## config.mk

```make
export PLATFORM = sky130hd
export DESIGN_NAME = substitution_cipher_line_reverse_top
export DESIGN_NICKNAME = d
export VERILOG_FILES = /design/src/rtl/scr_pkg.sv /design/src/rtl/substitution_cipher_line_reverse_top.sv /design/src/rtl/scr_fifo.sv /design/src/rtl/scr_front.sv /design/src/rtl/scr_back.sv
export SDC_FILE = /design/constraint.sdc
export NUM_CORES = 1
export LEC_CHECK = 0
export ABC_AREA = 1
export ABC_CLOCK_PERIOD_IN_PS = 3550
export BUFFER_PORTS_ARGS = -buffer_cell sky130_fd_sc_hd__buf_2
export CAP_MARGIN = 20
export CORE_MARGIN = 3
export CORE_UTILIZATION = 30
export CTS_BUF_LIST = sky130_fd_sc_hd__clkbuf_8
export DETAILED_ROUTE_END_ITERATION = 12
export PLACE_DENSITY_LB_ADDON = 0.12
export SYNTH_ARGS = -nofsm -noshare
export SYNTH_HDL_FRONTEND = slang
export SYNTH_SLANG_ARGS = --single-unit
```

## constraint.sdc

```tcl
create_clock -name clk_i -period 3.55 [get_ports clk_i]
set_input_delay 0.71 -clock clk_i [delete_from_list [all_inputs] [get_ports clk_i]]
set_output_delay 0.71 -clock clk_i [all_outputs]
set_load 0.02 [all_outputs]
```

## src/rtl/scr_pkg.sv

```systemverilog
`timescale 1ns / 1ps

package scr_pkg;

  // command codes of an input item
  localparam logic [1:0] CMD_CLEAR = 2'd0;
  localparam logic [1:0] CMD_LOAD  = 2'd1;
  localparam logic [1:0] CMD_DATA  = 2'd2;
  localparam logic [1:0] CMD_END   = 2'd3;

  // status codes of a result
  localparam logic [1:0] ST_OK         = 2'd0;
  localparam logic [1:0] ST_RANGE      = 2'd1;
  localparam logic [1:0] ST_REPEAT     = 2'd2;
  localparam logic [1:0] ST_INCOMPLETE = 2'd3;

  localparam int unsigned LETTERS = 26;
  localparam logic [7:0] CHAR_LO = 8'h61;
  localparam logic [7:0] CHAR_HI = 8'h7a;
  localparam logic [7:0] CHAR_NL = 8'h0a;

  typedef struct packed {
    logic [1:0] command;
    logic [7:0] byte_a;
    logic [7:0] byte_b;
  } in_t;

  typedef struct packed {
    logic [7:0] out_char;
    logic       char_valid;
    logic [1:0] status;
    logic       truncated;
    logic       last;
  } out_t;

  // work handed from the front to the back
  typedef enum logic [1:0] {
    OP_STATUS,
    OP_PUSH,
    OP_FLUSH
  } op_kind_e;

  typedef struct packed {
    op_kind_e   kind;
    logic [7:0] ch;
    logic [1:0] status;
  } op_t;

  typedef enum logic [1:0] {
    BK_IDLE,
    BK_EMIT,
    BK_NL
  } back_state_e;

endpackage

```

## src/rtl/substitution_cipher_line_reverse_top.sv

```systemverilog
`timescale 1ns / 1ps
// a status result is stored in the op queue and then in the result queue before the result ports show it
// rate: one item per cycle while the op queue has room; the back stores one data byte per cycle when idle
// a flush holds the back through its emit and newline states, with one line store read per character
// reset: asynchronous, active low; clears seen masks, pair count, mode, line length and queues
// after reset the table is incomplete and the map entries are unwritten

module substitution_cipher_line_reverse_top #(
  parameter int unsigned LINE_DEPTH = 63
) (
  input  logic          clk_i,
  input  logic          rst_ni,
  // input queue side
  input  logic          push,
  output logic          full,
  input  scr_pkg::in_t  in_data_i,
  // result queue side
  output logic          empty,
  input  logic          pop,
  output scr_pkg::out_t out_data_o,
  // cipher mode register
  input  logic          cfg_valid_i,
  output logic          cfg_ready_o,
  input  logic          cfg_data_i
);

  scr_pkg::op_t  op_in, op_out;
  logic          op_full, op_empty, op_pop;
  logic          in_acc;
  scr_pkg::out_t res_data;
  logic          res_push, res_full;

  // the mode register takes a write in any cycle
  assign cfg_ready_o = 1'b1;

  // an input transfer goes straight into the op queue
  assign full   = op_full;
  assign in_acc = push && !op_full;

  // front: table loading, checks and byte substitution
  scr_front u_front (
    .clk_i      (clk_i),
    .rst_ni     (rst_ni),
    .cfg_valid_i(cfg_valid_i),
    .cfg_data_i (cfg_data_i),
    .acc_i      (in_acc),
    .in_data_i  (in_data_i),
    .op_o       (op_in)
  );

  // short queue that lets the front run ahead of a flush
  scr_fifo #(
    .DEPTH(4),
    .T    (scr_pkg::op_t)
  ) u_op_fifo (
    .clk_i  (clk_i),
    .rst_ni (rst_ni),
    .push_i (in_acc),
    .data_i (op_in),
    .full_o (op_full),
    .pop_i  (op_pop),
    .data_o (op_out),
    .empty_o(op_empty)
  );

  // back: line store and reversed flush
  scr_back #(
    .LINE_DEPTH(LINE_DEPTH)
  ) u_back (
    .clk_i     (clk_i),
    .rst_ni    (rst_ni),
    .op_empty_i(op_empty),
    .op_i      (op_out),
    .op_pop_o  (op_pop),
    .res_full_i(res_full),
    .res_push_o(res_push),
    .res_o     (res_data)
  );

  // result queue parts the back from the consumer
  scr_fifo #(
    .DEPTH(2),
    .T    (scr_pkg::out_t)
  ) u_res_fifo (
    .clk_i  (clk_i),
    .rst_ni (rst_ni),
    .push_i (res_push),
    .data_i (res_data),
    .full_o (res_full),
    .pop_i  (pop),
    .data_o (out_data_o),
    .empty_o(empty)
  );

endmodule

```

## src/rtl/scr_fifo.sv

```systemverilog
`timescale 1ns / 1ps

module scr_fifo #(
  parameter int unsigned DEPTH = 2,
  parameter type         T     = logic
) (
  input  logic clk_i,
  input  logic rst_ni,
  input  logic push_i,
  input  T     data_i,
  output logic full_o,
  input  logic pop_i,
  output T     data_o,
  output logic empty_o
);

  localparam int unsigned AW = $clog2(DEPTH);
  localparam int unsigned CW = $clog2(DEPTH + 1);

  T              mem_q [DEPTH];
  logic [AW-1:0] wr_ptr_q, wr_ptr_d;
  logic [AW-1:0] rd_ptr_q, rd_ptr_d;
  logic [CW-1:0] count_q, count_d;
  logic          do_push, do_pop;

  assign full_o  = (count_q == CW'(DEPTH));
  assign empty_o = (count_q == '0);
  assign data_o  = mem_q[rd_ptr_q];
  assign do_push = push_i && !full_o;
  assign do_pop  = pop_i && !empty_o;

  always_comb begin
    wr_ptr_d = wr_ptr_q;
    rd_ptr_d = rd_ptr_q;
    count_d  = count_q;
    if (do_push) begin
      wr_ptr_d = (wr_ptr_q == AW'(DEPTH - 1)) ? '0 : wr_ptr_q + AW'(1);
    end
    if (do_pop) begin
      rd_ptr_d = (rd_ptr_q == AW'(DEPTH - 1)) ? '0 : rd_ptr_q + AW'(1);
    end
    if (do_push && !do_pop) begin
      count_d = count_q + CW'(1);
    end else if (do_pop && !do_push) begin
      count_d = count_q - CW'(1);
    end
  end

  always_ff @(posedge clk_i or negedge rst_ni) begin
    if (!rst_ni) begin
      wr_ptr_q <= '0;
      rd_ptr_q <= '0;
      count_q  <= '0;
    end else begin
      wr_ptr_q <= wr_ptr_d;
      rd_ptr_q <= rd_ptr_d;
      count_q  <= count_d;
    end
  end

  always_ff @(posedge clk_i) begin
    if (do_push) begin
      mem_q[wr_ptr_q] <= data_i;
    end
  end

endmodule

```

## src/rtl/scr_front.sv

```systemverilog
`timescale 1ns / 1ps

module scr_front (
  input  logic          clk_i,
  input  logic          rst_ni,
  input  logic          cfg_valid_i,
  input  logic          cfg_data_i,
  input  logic          acc_i,
  input  scr_pkg::in_t  in_data_i,
  output scr_pkg::op_t  op_o
);

  logic [4:0]  fwd_q [scr_pkg::LETTERS];
  logic [4:0]  inv_q [scr_pkg::LETTERS];
  logic [25:0] plain_seen_q, plain_seen_d;
  logic [25:0] cipher_seen_q, cipher_seen_d;
  logic [4:0]  pair_count_q, pair_count_d;
  logic        mode_q;

  logic [7:0]  a_off, b_off;
  logic [4:0]  pa, pb;
  logic        a_letter, b_letter;
  logic        table_ready;
  logic        map_wr;
  logic [4:0]  map_val;
  logic [7:0]  mapped;

  assign a_letter    = (in_data_i.byte_a >= scr_pkg::CHAR_LO) &&
                       (in_data_i.byte_a <= scr_pkg::CHAR_HI);
  assign b_letter    = (in_data_i.byte_b >= scr_pkg::CHAR_LO) &&
                       (in_data_i.byte_b <= scr_pkg::CHAR_HI);
  assign a_off       = in_data_i.byte_a - scr_pkg::CHAR_LO;
  assign b_off       = in_data_i.byte_b - scr_pkg::CHAR_LO;
  assign pa          = a_off[4:0];
  assign pb          = b_off[4:0];
  assign table_ready = (pair_count_q == 5'(scr_pkg::LETTERS));

  // substitution through the selected direction of the table
  assign map_val = mode_q ? inv_q[pa] : fwd_q[pa];
  assign mapped  = a_letter ? (scr_pkg::CHAR_LO + {3'b000, map_val}) : in_data_i.byte_a;

  always_comb begin
    plain_seen_d  = plain_seen_q;
    cipher_seen_d = cipher_seen_q;
    pair_count_d  = pair_count_q;
    map_wr        = 1'b0;
    op_o.kind     = scr_pkg::OP_STATUS;
    op_o.ch       = in_data_i.byte_a;
    op_o.status   = scr_pkg::ST_OK;
    unique case (in_data_i.command)
      scr_pkg::CMD_CLEAR: begin
        plain_seen_d  = '0;
        cipher_seen_d = '0;
        pair_count_d  = '0;
      end
      scr_pkg::CMD_LOAD: begin
        if (!a_letter || !b_letter) begin
          op_o.status = scr_pkg::ST_RANGE;
        end else if (plain_seen_q[pa] || cipher_seen_q[pb]) begin
          op_o.status = scr_pkg::ST_REPEAT;
        end else begin
          plain_seen_d[pa]  = 1'b1;
          cipher_seen_d[pb] = 1'b1;
          pair_count_d      = pair_count_q + 5'd1;
          map_wr            = 1'b1;
        end
      end
      scr_pkg::CMD_DATA: begin
        if (!table_ready) begin
          op_o.status = scr_pkg::ST_INCOMPLETE;
        end else if (in_data_i.byte_a == scr_pkg::CHAR_NL) begin
          op_o.kind = scr_pkg::OP_FLUSH;
        end else begin
          op_o.kind = scr_pkg::OP_PUSH;
          op_o.ch   = mapped;
        end
      end
      scr_pkg::CMD_END: begin
        op_o.kind = scr_pkg::OP_FLUSH;
      end
      default: begin
        op_o.kind = scr_pkg::OP_FLUSH;
      end
    endcase
  end

  always_ff @(posedge clk_i or negedge rst_ni) begin
    if (!rst_ni) begin
      plain_seen_q  <= '0;
      cipher_seen_q <= '0;
      pair_count_q  <= '0;
      mode_q        <= 1'b0;
    end else begin
      if (acc_i) begin
        plain_seen_q  <= plain_seen_d;
        cipher_seen_q <= cipher_seen_d;
        pair_count_q  <= pair_count_d;
      end
      if (cfg_valid_i) begin
        mode_q <= cfg_data_i;
      end
    end
  end

  always_ff @(posedge clk_i) begin
    if (acc_i && map_wr) begin
      fwd_q[pa] <= pb;
      inv_q[pb] <= pa;
    end
  end

endmodule

```

## src/rtl/scr_back.sv

```systemverilog
`timescale 1ns / 1ps

module scr_back #(
  parameter int unsigned LINE_DEPTH = 63
) (
  input  logic          clk_i,
  input  logic          rst_ni,
  input  logic          op_empty_i,
  input  scr_pkg::op_t  op_i,
  output logic          op_pop_o,
  input  logic          res_full_i,
  output logic          res_push_o,
  output scr_pkg::out_t res_o
);

  localparam int unsigned LW = $clog2(LINE_DEPTH + 1);
  localparam int unsigned AW = (LINE_DEPTH > 1) ? $clog2(LINE_DEPTH) : 1;

  logic [7:0]  line_mem [LINE_DEPTH];
  logic [7:0]  rd_data_q;

  scr_pkg::back_state_e state_q, state_d;
  logic [LW-1:0] len_q, len_d;
  logic [LW-1:0] cnt_q, cnt_d;
  logic          ovf_q, ovf_d;

  logic          mem_wr;
  logic          mem_rd;
  logic [AW-1:0] rd_addr;
  logic [LW-1:0] len_m1, cnt_m1;
  logic          line_full;

  assign len_m1    = len_q - LW'(1);
  assign cnt_m1    = cnt_q - LW'(1);
  assign line_full = (len_q == LW'(LINE_DEPTH));

  // next state
  always_comb begin
    state_d = state_q;
    unique case (state_q)
      scr_pkg::BK_IDLE: begin
        if (!op_empty_i && op_i.kind == scr_pkg::OP_FLUSH) begin
          state_d = (len_q == '0) ? scr_pkg::BK_NL : scr_pkg::BK_EMIT;
        end
      end
      scr_pkg::BK_EMIT: begin
        if (!res_full_i && cnt_q == '0) begin
          state_d = scr_pkg::BK_NL;
        end
      end
      scr_pkg::BK_NL: begin
        if (!res_full_i) begin
          state_d = scr_pkg::BK_IDLE;
        end
      end
      default: state_d = scr_pkg::BK_IDLE;
    endcase
  end

  // outputs and datapath
  always_comb begin
    op_pop_o   = 1'b0;
    res_push_o = 1'b0;
    res_o      = '0;
    mem_wr     = 1'b0;
    mem_rd     = 1'b0;
    rd_addr    = len_m1[AW-1:0];
    len_d      = len_q;
    cnt_d      = cnt_q;
    ovf_d      = ovf_q;
    unique case (state_q)
      scr_pkg::BK_IDLE: begin
        if (!op_empty_i) begin
          unique case (op_i.kind)
            scr_pkg::OP_STATUS: begin
              res_o.status = op_i.status;
              res_o.last   = 1'b1;
              res_push_o   = !res_full_i;
              op_pop_o     = !res_full_i;
            end
            scr_pkg::OP_PUSH: begin
              op_pop_o = 1'b1;
              if (line_full) begin
                ovf_d = 1'b1;
              end else begin
                mem_wr = 1'b1;
                len_d  = len_q + LW'(1);
              end
            end
            scr_pkg::OP_FLUSH: begin
              op_pop_o = 1'b1;
              if (len_q != '0) begin
                mem_rd = 1'b1;
                cnt_d  = len_m1;
              end
            end
            default: op_pop_o = 1'b1;
          endcase
        end
      end
      scr_pkg::BK_EMIT: begin
        res_o.out_char   = rd_data_q;
        res_o.char_valid = 1'b1;
        res_o.truncated  = ovf_q;
        res_push_o       = !res_full_i;
        if (!res_full_i && cnt_q != '0) begin
          mem_rd  = 1'b1;
          rd_addr = cnt_m1[AW-1:0];
          cnt_d   = cnt_m1;
        end
      end
      scr_pkg::BK_NL: begin
        res_o.out_char   = scr_pkg::CHAR_NL;
        res_o.char_valid = 1'b1;
        res_o.truncated  = ovf_q;
        res_o.last       = 1'b1;
        res_push_o       = !res_full_i;
        if (!res_full_i) begin
          len_d = '0;
          ovf_d = 1'b0;
        end
      end
      default: begin
        res_push_o = 1'b0;
      end
    endcase
  end

  always_ff @(posedge clk_i or negedge rst_ni) begin
    if (!rst_ni) begin
      state_q <= scr_pkg::BK_IDLE;
      len_q   <= '0;
      cnt_q   <= '0;
      ovf_q   <= 1'b0;
    end else begin
      state_q <= state_d;
      len_q   <= len_d;
      cnt_q   <= cnt_d;
      ovf_q   <= ovf_d;
    end
  end

  always_ff @(posedge clk_i) begin
    if (mem_wr) begin
      line_mem[len_q[AW-1:0]] <= op_i.ch;
    end
    if (mem_rd) begin
      rd_data_q <= line_mem[rd_addr];
    end
  end

`ifndef SYNTHESIS
  a_len_bound: assert property (@(posedge clk_i) disable iff (!rst_ni)
    len_q <= LW'(LINE_DEPTH))
    else $error("line length beyond depth");

  a_ovf_full: assert property (@(posedge clk_i) disable iff (!rst_ni)
    ovf_q |-> line_full)
    else $error("overflow flag set while line store has room");

  a_cnt_in_line: assert property (@(posedge clk_i) disable iff (!rst_ni)
    (state_q == scr_pkg::BK_EMIT) |-> (cnt_q < len_q))
    else $error("flush index outside stored line");

  a_nl_clears: assert property (@(posedge clk_i) disable iff (!rst_ni)
    (state_q == scr_pkg::BK_NL && !res_full_i) |=> (len_q == '0 && !ovf_q))
    else $error("line not emptied after newline transfer");
`endif

endmodule

```

==> results.tsv <==
metric	value	unit
tightest_slew	0.979	ns
ant_nets	0	
clk-insertion-delay-late	0.87	ns
route.detailed.drc	0	
viasPerCell	4.56	
critPathRequiredTime	4.13	ns
synth_nets	4090	
cp_max_fo	62	
hold_path.class	input port to flip-flop	
clockBufferDepth	3	
setup_violations	0	
multiInputGateArea	11400	um^2
std_cell_rows	135	
cts_setup_buffers	0	
r2r_slack	0.17	ns
ir_drop	0.589	mV
relSlewSlack	34.7	%
num-fill-cells	13800	
netlist_instances	4029	
clkSinkCount	930	
cts_buffers	167	
synth_flop_cell	edfxtp_1	
cp-start-kind	flip-flop	
fin_cells	6241	
grt_usage	17.0	%
grt_pass1_wl	182	mm
routedWlPerCell	19.3	um
die_h	376	um
status	finished clean	
grt_pass1_vias	28700	
avgSynthCellArea	10.2	um^2
area_delta_synth_final	18.6	%
fp.dieW	376	um
wl	120	mm
final_util	36.0	%
nets	4397	
gp_congestion	0.837	
port-buffer-count	38	
ys.warnings.count	0	
dp_cells	5944	
arrival	3.95	ns
power	40000	uW
dr.first_iter.drc_count	2099	
die_area	142000	um^2
ff_latch_area	27500	um^2
start_util	30.3	%
path_clk_slew	0.06	ns
final_common_cell	nand2_1	
p_leak	0.0196	uW
period_needed	3.38	ns
hold_violations	0	
ys_seq_area_share	66.8	%
overflow	0	
final_cell_mix	nand2_1 (1279), edfxtp_1 (846), nand3_1 (457)	
htreeDepth	4	
async_reset_ff_share	9.03	%
dp.final_hpwl	74.9	mm
antenna_found_initial	1	
finalClockSkew	0.0327	ns
synth_cell_types	47	
grt_max_degree	71	
pin_count	40	
syn_area	41200	um^2
ys_ff_latch	930	
layout-drive-gt1-share	13.6	%
core_area	136000	um^2
dr.pass1.iters	6	
drv_slew	0	
synth-edff-count	846	
worst-setup-path-type	flip-flop to flip-flop	
whs	0.194	ns
rsz0062_at_grt	false	
cts_tree	yes	
post-route-period-util	95.1	%
vias	28500	
cap_violations	0	
power_density	819	nW/um^2
end_kind	flip-flop	
cts_root_buf	clkbuf_8	
max_freq	296	MHz
==> path summary, 6_finish.rpt <==
check | start | endpoint | depth (start not counted)
worst max-delay path | u_back.cnt_q[0]$_DFFE_PN0P_ | u_back.rd_data_q[2]$_DFFE_PP_ | 16
worst min-delay path | pop | u_res_fifo.rd_ptr_q$_DFFE_PN0P_ | 3
worst max register to register | u_back.cnt_q[0]$_DFFE_PN0P_ | u_back.rd_data_q[2]$_DFFE_PP_ | 16
worst min register to register | u_front.plain_seen_q[19]$_DFFE_PN0P_ | u_front.plain_seen_q[19]$_DFFE_PN0P_ | 2
max in group asynchronous | rst_ni | u_front.cipher_seen_q[22]$_DFFE_PN0P_ | 3
min in group asynchronous | rst_ni | u_front.plain_seen_q[8]$_DFFE_PN0P_ | 2
==> layer usage <==
| layer | GRT usage [%] | vias to the layer above | routed length (um) |
|---|---|---|---|
| li1 | - | 14100 | - |
| met1 | 22.4 | 13600 | 54500 |
| met2 | 28.5 | 534 | 58200 |
| met3 | 2.78 | 188 | 4570 |
| met4 | 5.69 | 0 | 3050 |
| met5 | 0 | - | 0 |
==> critical path, stage by stage, from the launching register on <==
cell and delay [ns]:
dfrtp_1 0.41, inv_1 0.09, ha_1 0.19, nand2_1 0.07, nor2_1 0.17, nand3_1 0.16
nand2_2 0.25, nand2_1 0.14, o21ai_4 0.19, inv_4 0.10, buf_12 0.20, o211ai_1 0.15
nand3_1 0.13, nand3_1 0.15, nand3_1 0.18, nand3_1 0.24, nand2_1 0.17
==> cells in the mapped netlist (all sizes together), types with 2 or more instances <==
cell	n	area (um^2)
nand3	458	2300
nand4	12	75.1
a21oi	50	250
edfxtp	846	25400
or2	4	25.0
ha	36	450
inv	400	1500
nor3	16	115
o21ai	213	1070
dfrtp	84	2100
nor2	302	1130
buf	118	633
xor2	14	138
o22ai	10	62.6
nor4	2	12.5
o211ai	77	578
clkbuf	82	308
nand2	1284	4830
xnor2	5	51.3
==> sequential cells by signal, summed over array words and instances, names as in the netlist <==
register	flops
u_op_fifo.count_q	3
u_res_fifo.count_q	2
u_res_fifo.mem_q	26
u_front.plain_seen_q	26
u_res_fifo.wr_ptr_q	1
u_back.cnt_q	6
u_op_fifo.mem_q	48
u_back.line_mem	504
u_front.inv_q	130
u_op_fifo.rd_ptr_q	2
u_back.state_q	2
u_op_fifo.wr_ptr_q	2
u_front.pair_count_q	5
u_back.rd_data_q	8
u_front.fwd_q	130
u_back.ovf_q	1
u_back.len_q	6
u_front.cipher_seen_q	26
u_front.mode_q	1
u_res_fifo.rd_ptr_q	1
==> logic make-up (layout without fill, tap and decap cells) <==
logic type / count (synthesis) / count (layout) / share of synthesized area, %
other: 1 / 2 / 0.00911
flip-flops: 930 / 930 / 66.8
multiplexers: 1 / 1 / 0.0273
AO/OA/AOI/OAI: 358 / 358 / 4.93
AND/OR/NAND/NOR: 2082 / 2082 / 20.7
buffers and inverters: 601 / 1031 / 5.94
adder cells (fa/ha/maj): 37 / 37 / 1.14
XOR/XNOR: 19 / 19 / 0.459
==> area by class of cell <==
class / count / area share [%]
antenna: 1 / 0.00512
clock buffer: 181 / 5.10
clock inverter: 111 / 1.50
inverter: 401 / 3.10
multi-input combinational: 2498 / 23.3
sequential: 930 / 56.3
tap: 1781 / 4.56
timing repair buffer: 338 / 6.06
==> report_power, final <==
part	switching, uW	leakage [uW]	internal [uW]	total (uW)
registers	261	0.00876	14000	14300
logic	11300	0.00900	4560	15900
clock network	4600	0.00184	5230	9830
total	16200	0.0196	23800	40000
==> through the flow <==
step	instance area (um^2)	setup slack, ns	TNS, ns
floorplan	41200	0.0130	0
global placement	45600	-0.0552	-0.351
detailed placement	45600	-0.136	-1.59
CTS	48800	0.177	0
global route	48800	0.00765	0
finish	48800	0.174	0
==> repair_timing <==
item,CTS,global route
resized for setup,0,0
hold endpoints to repair,60,0
hold buffers,4,0
(Power assumes the default switching activity.)
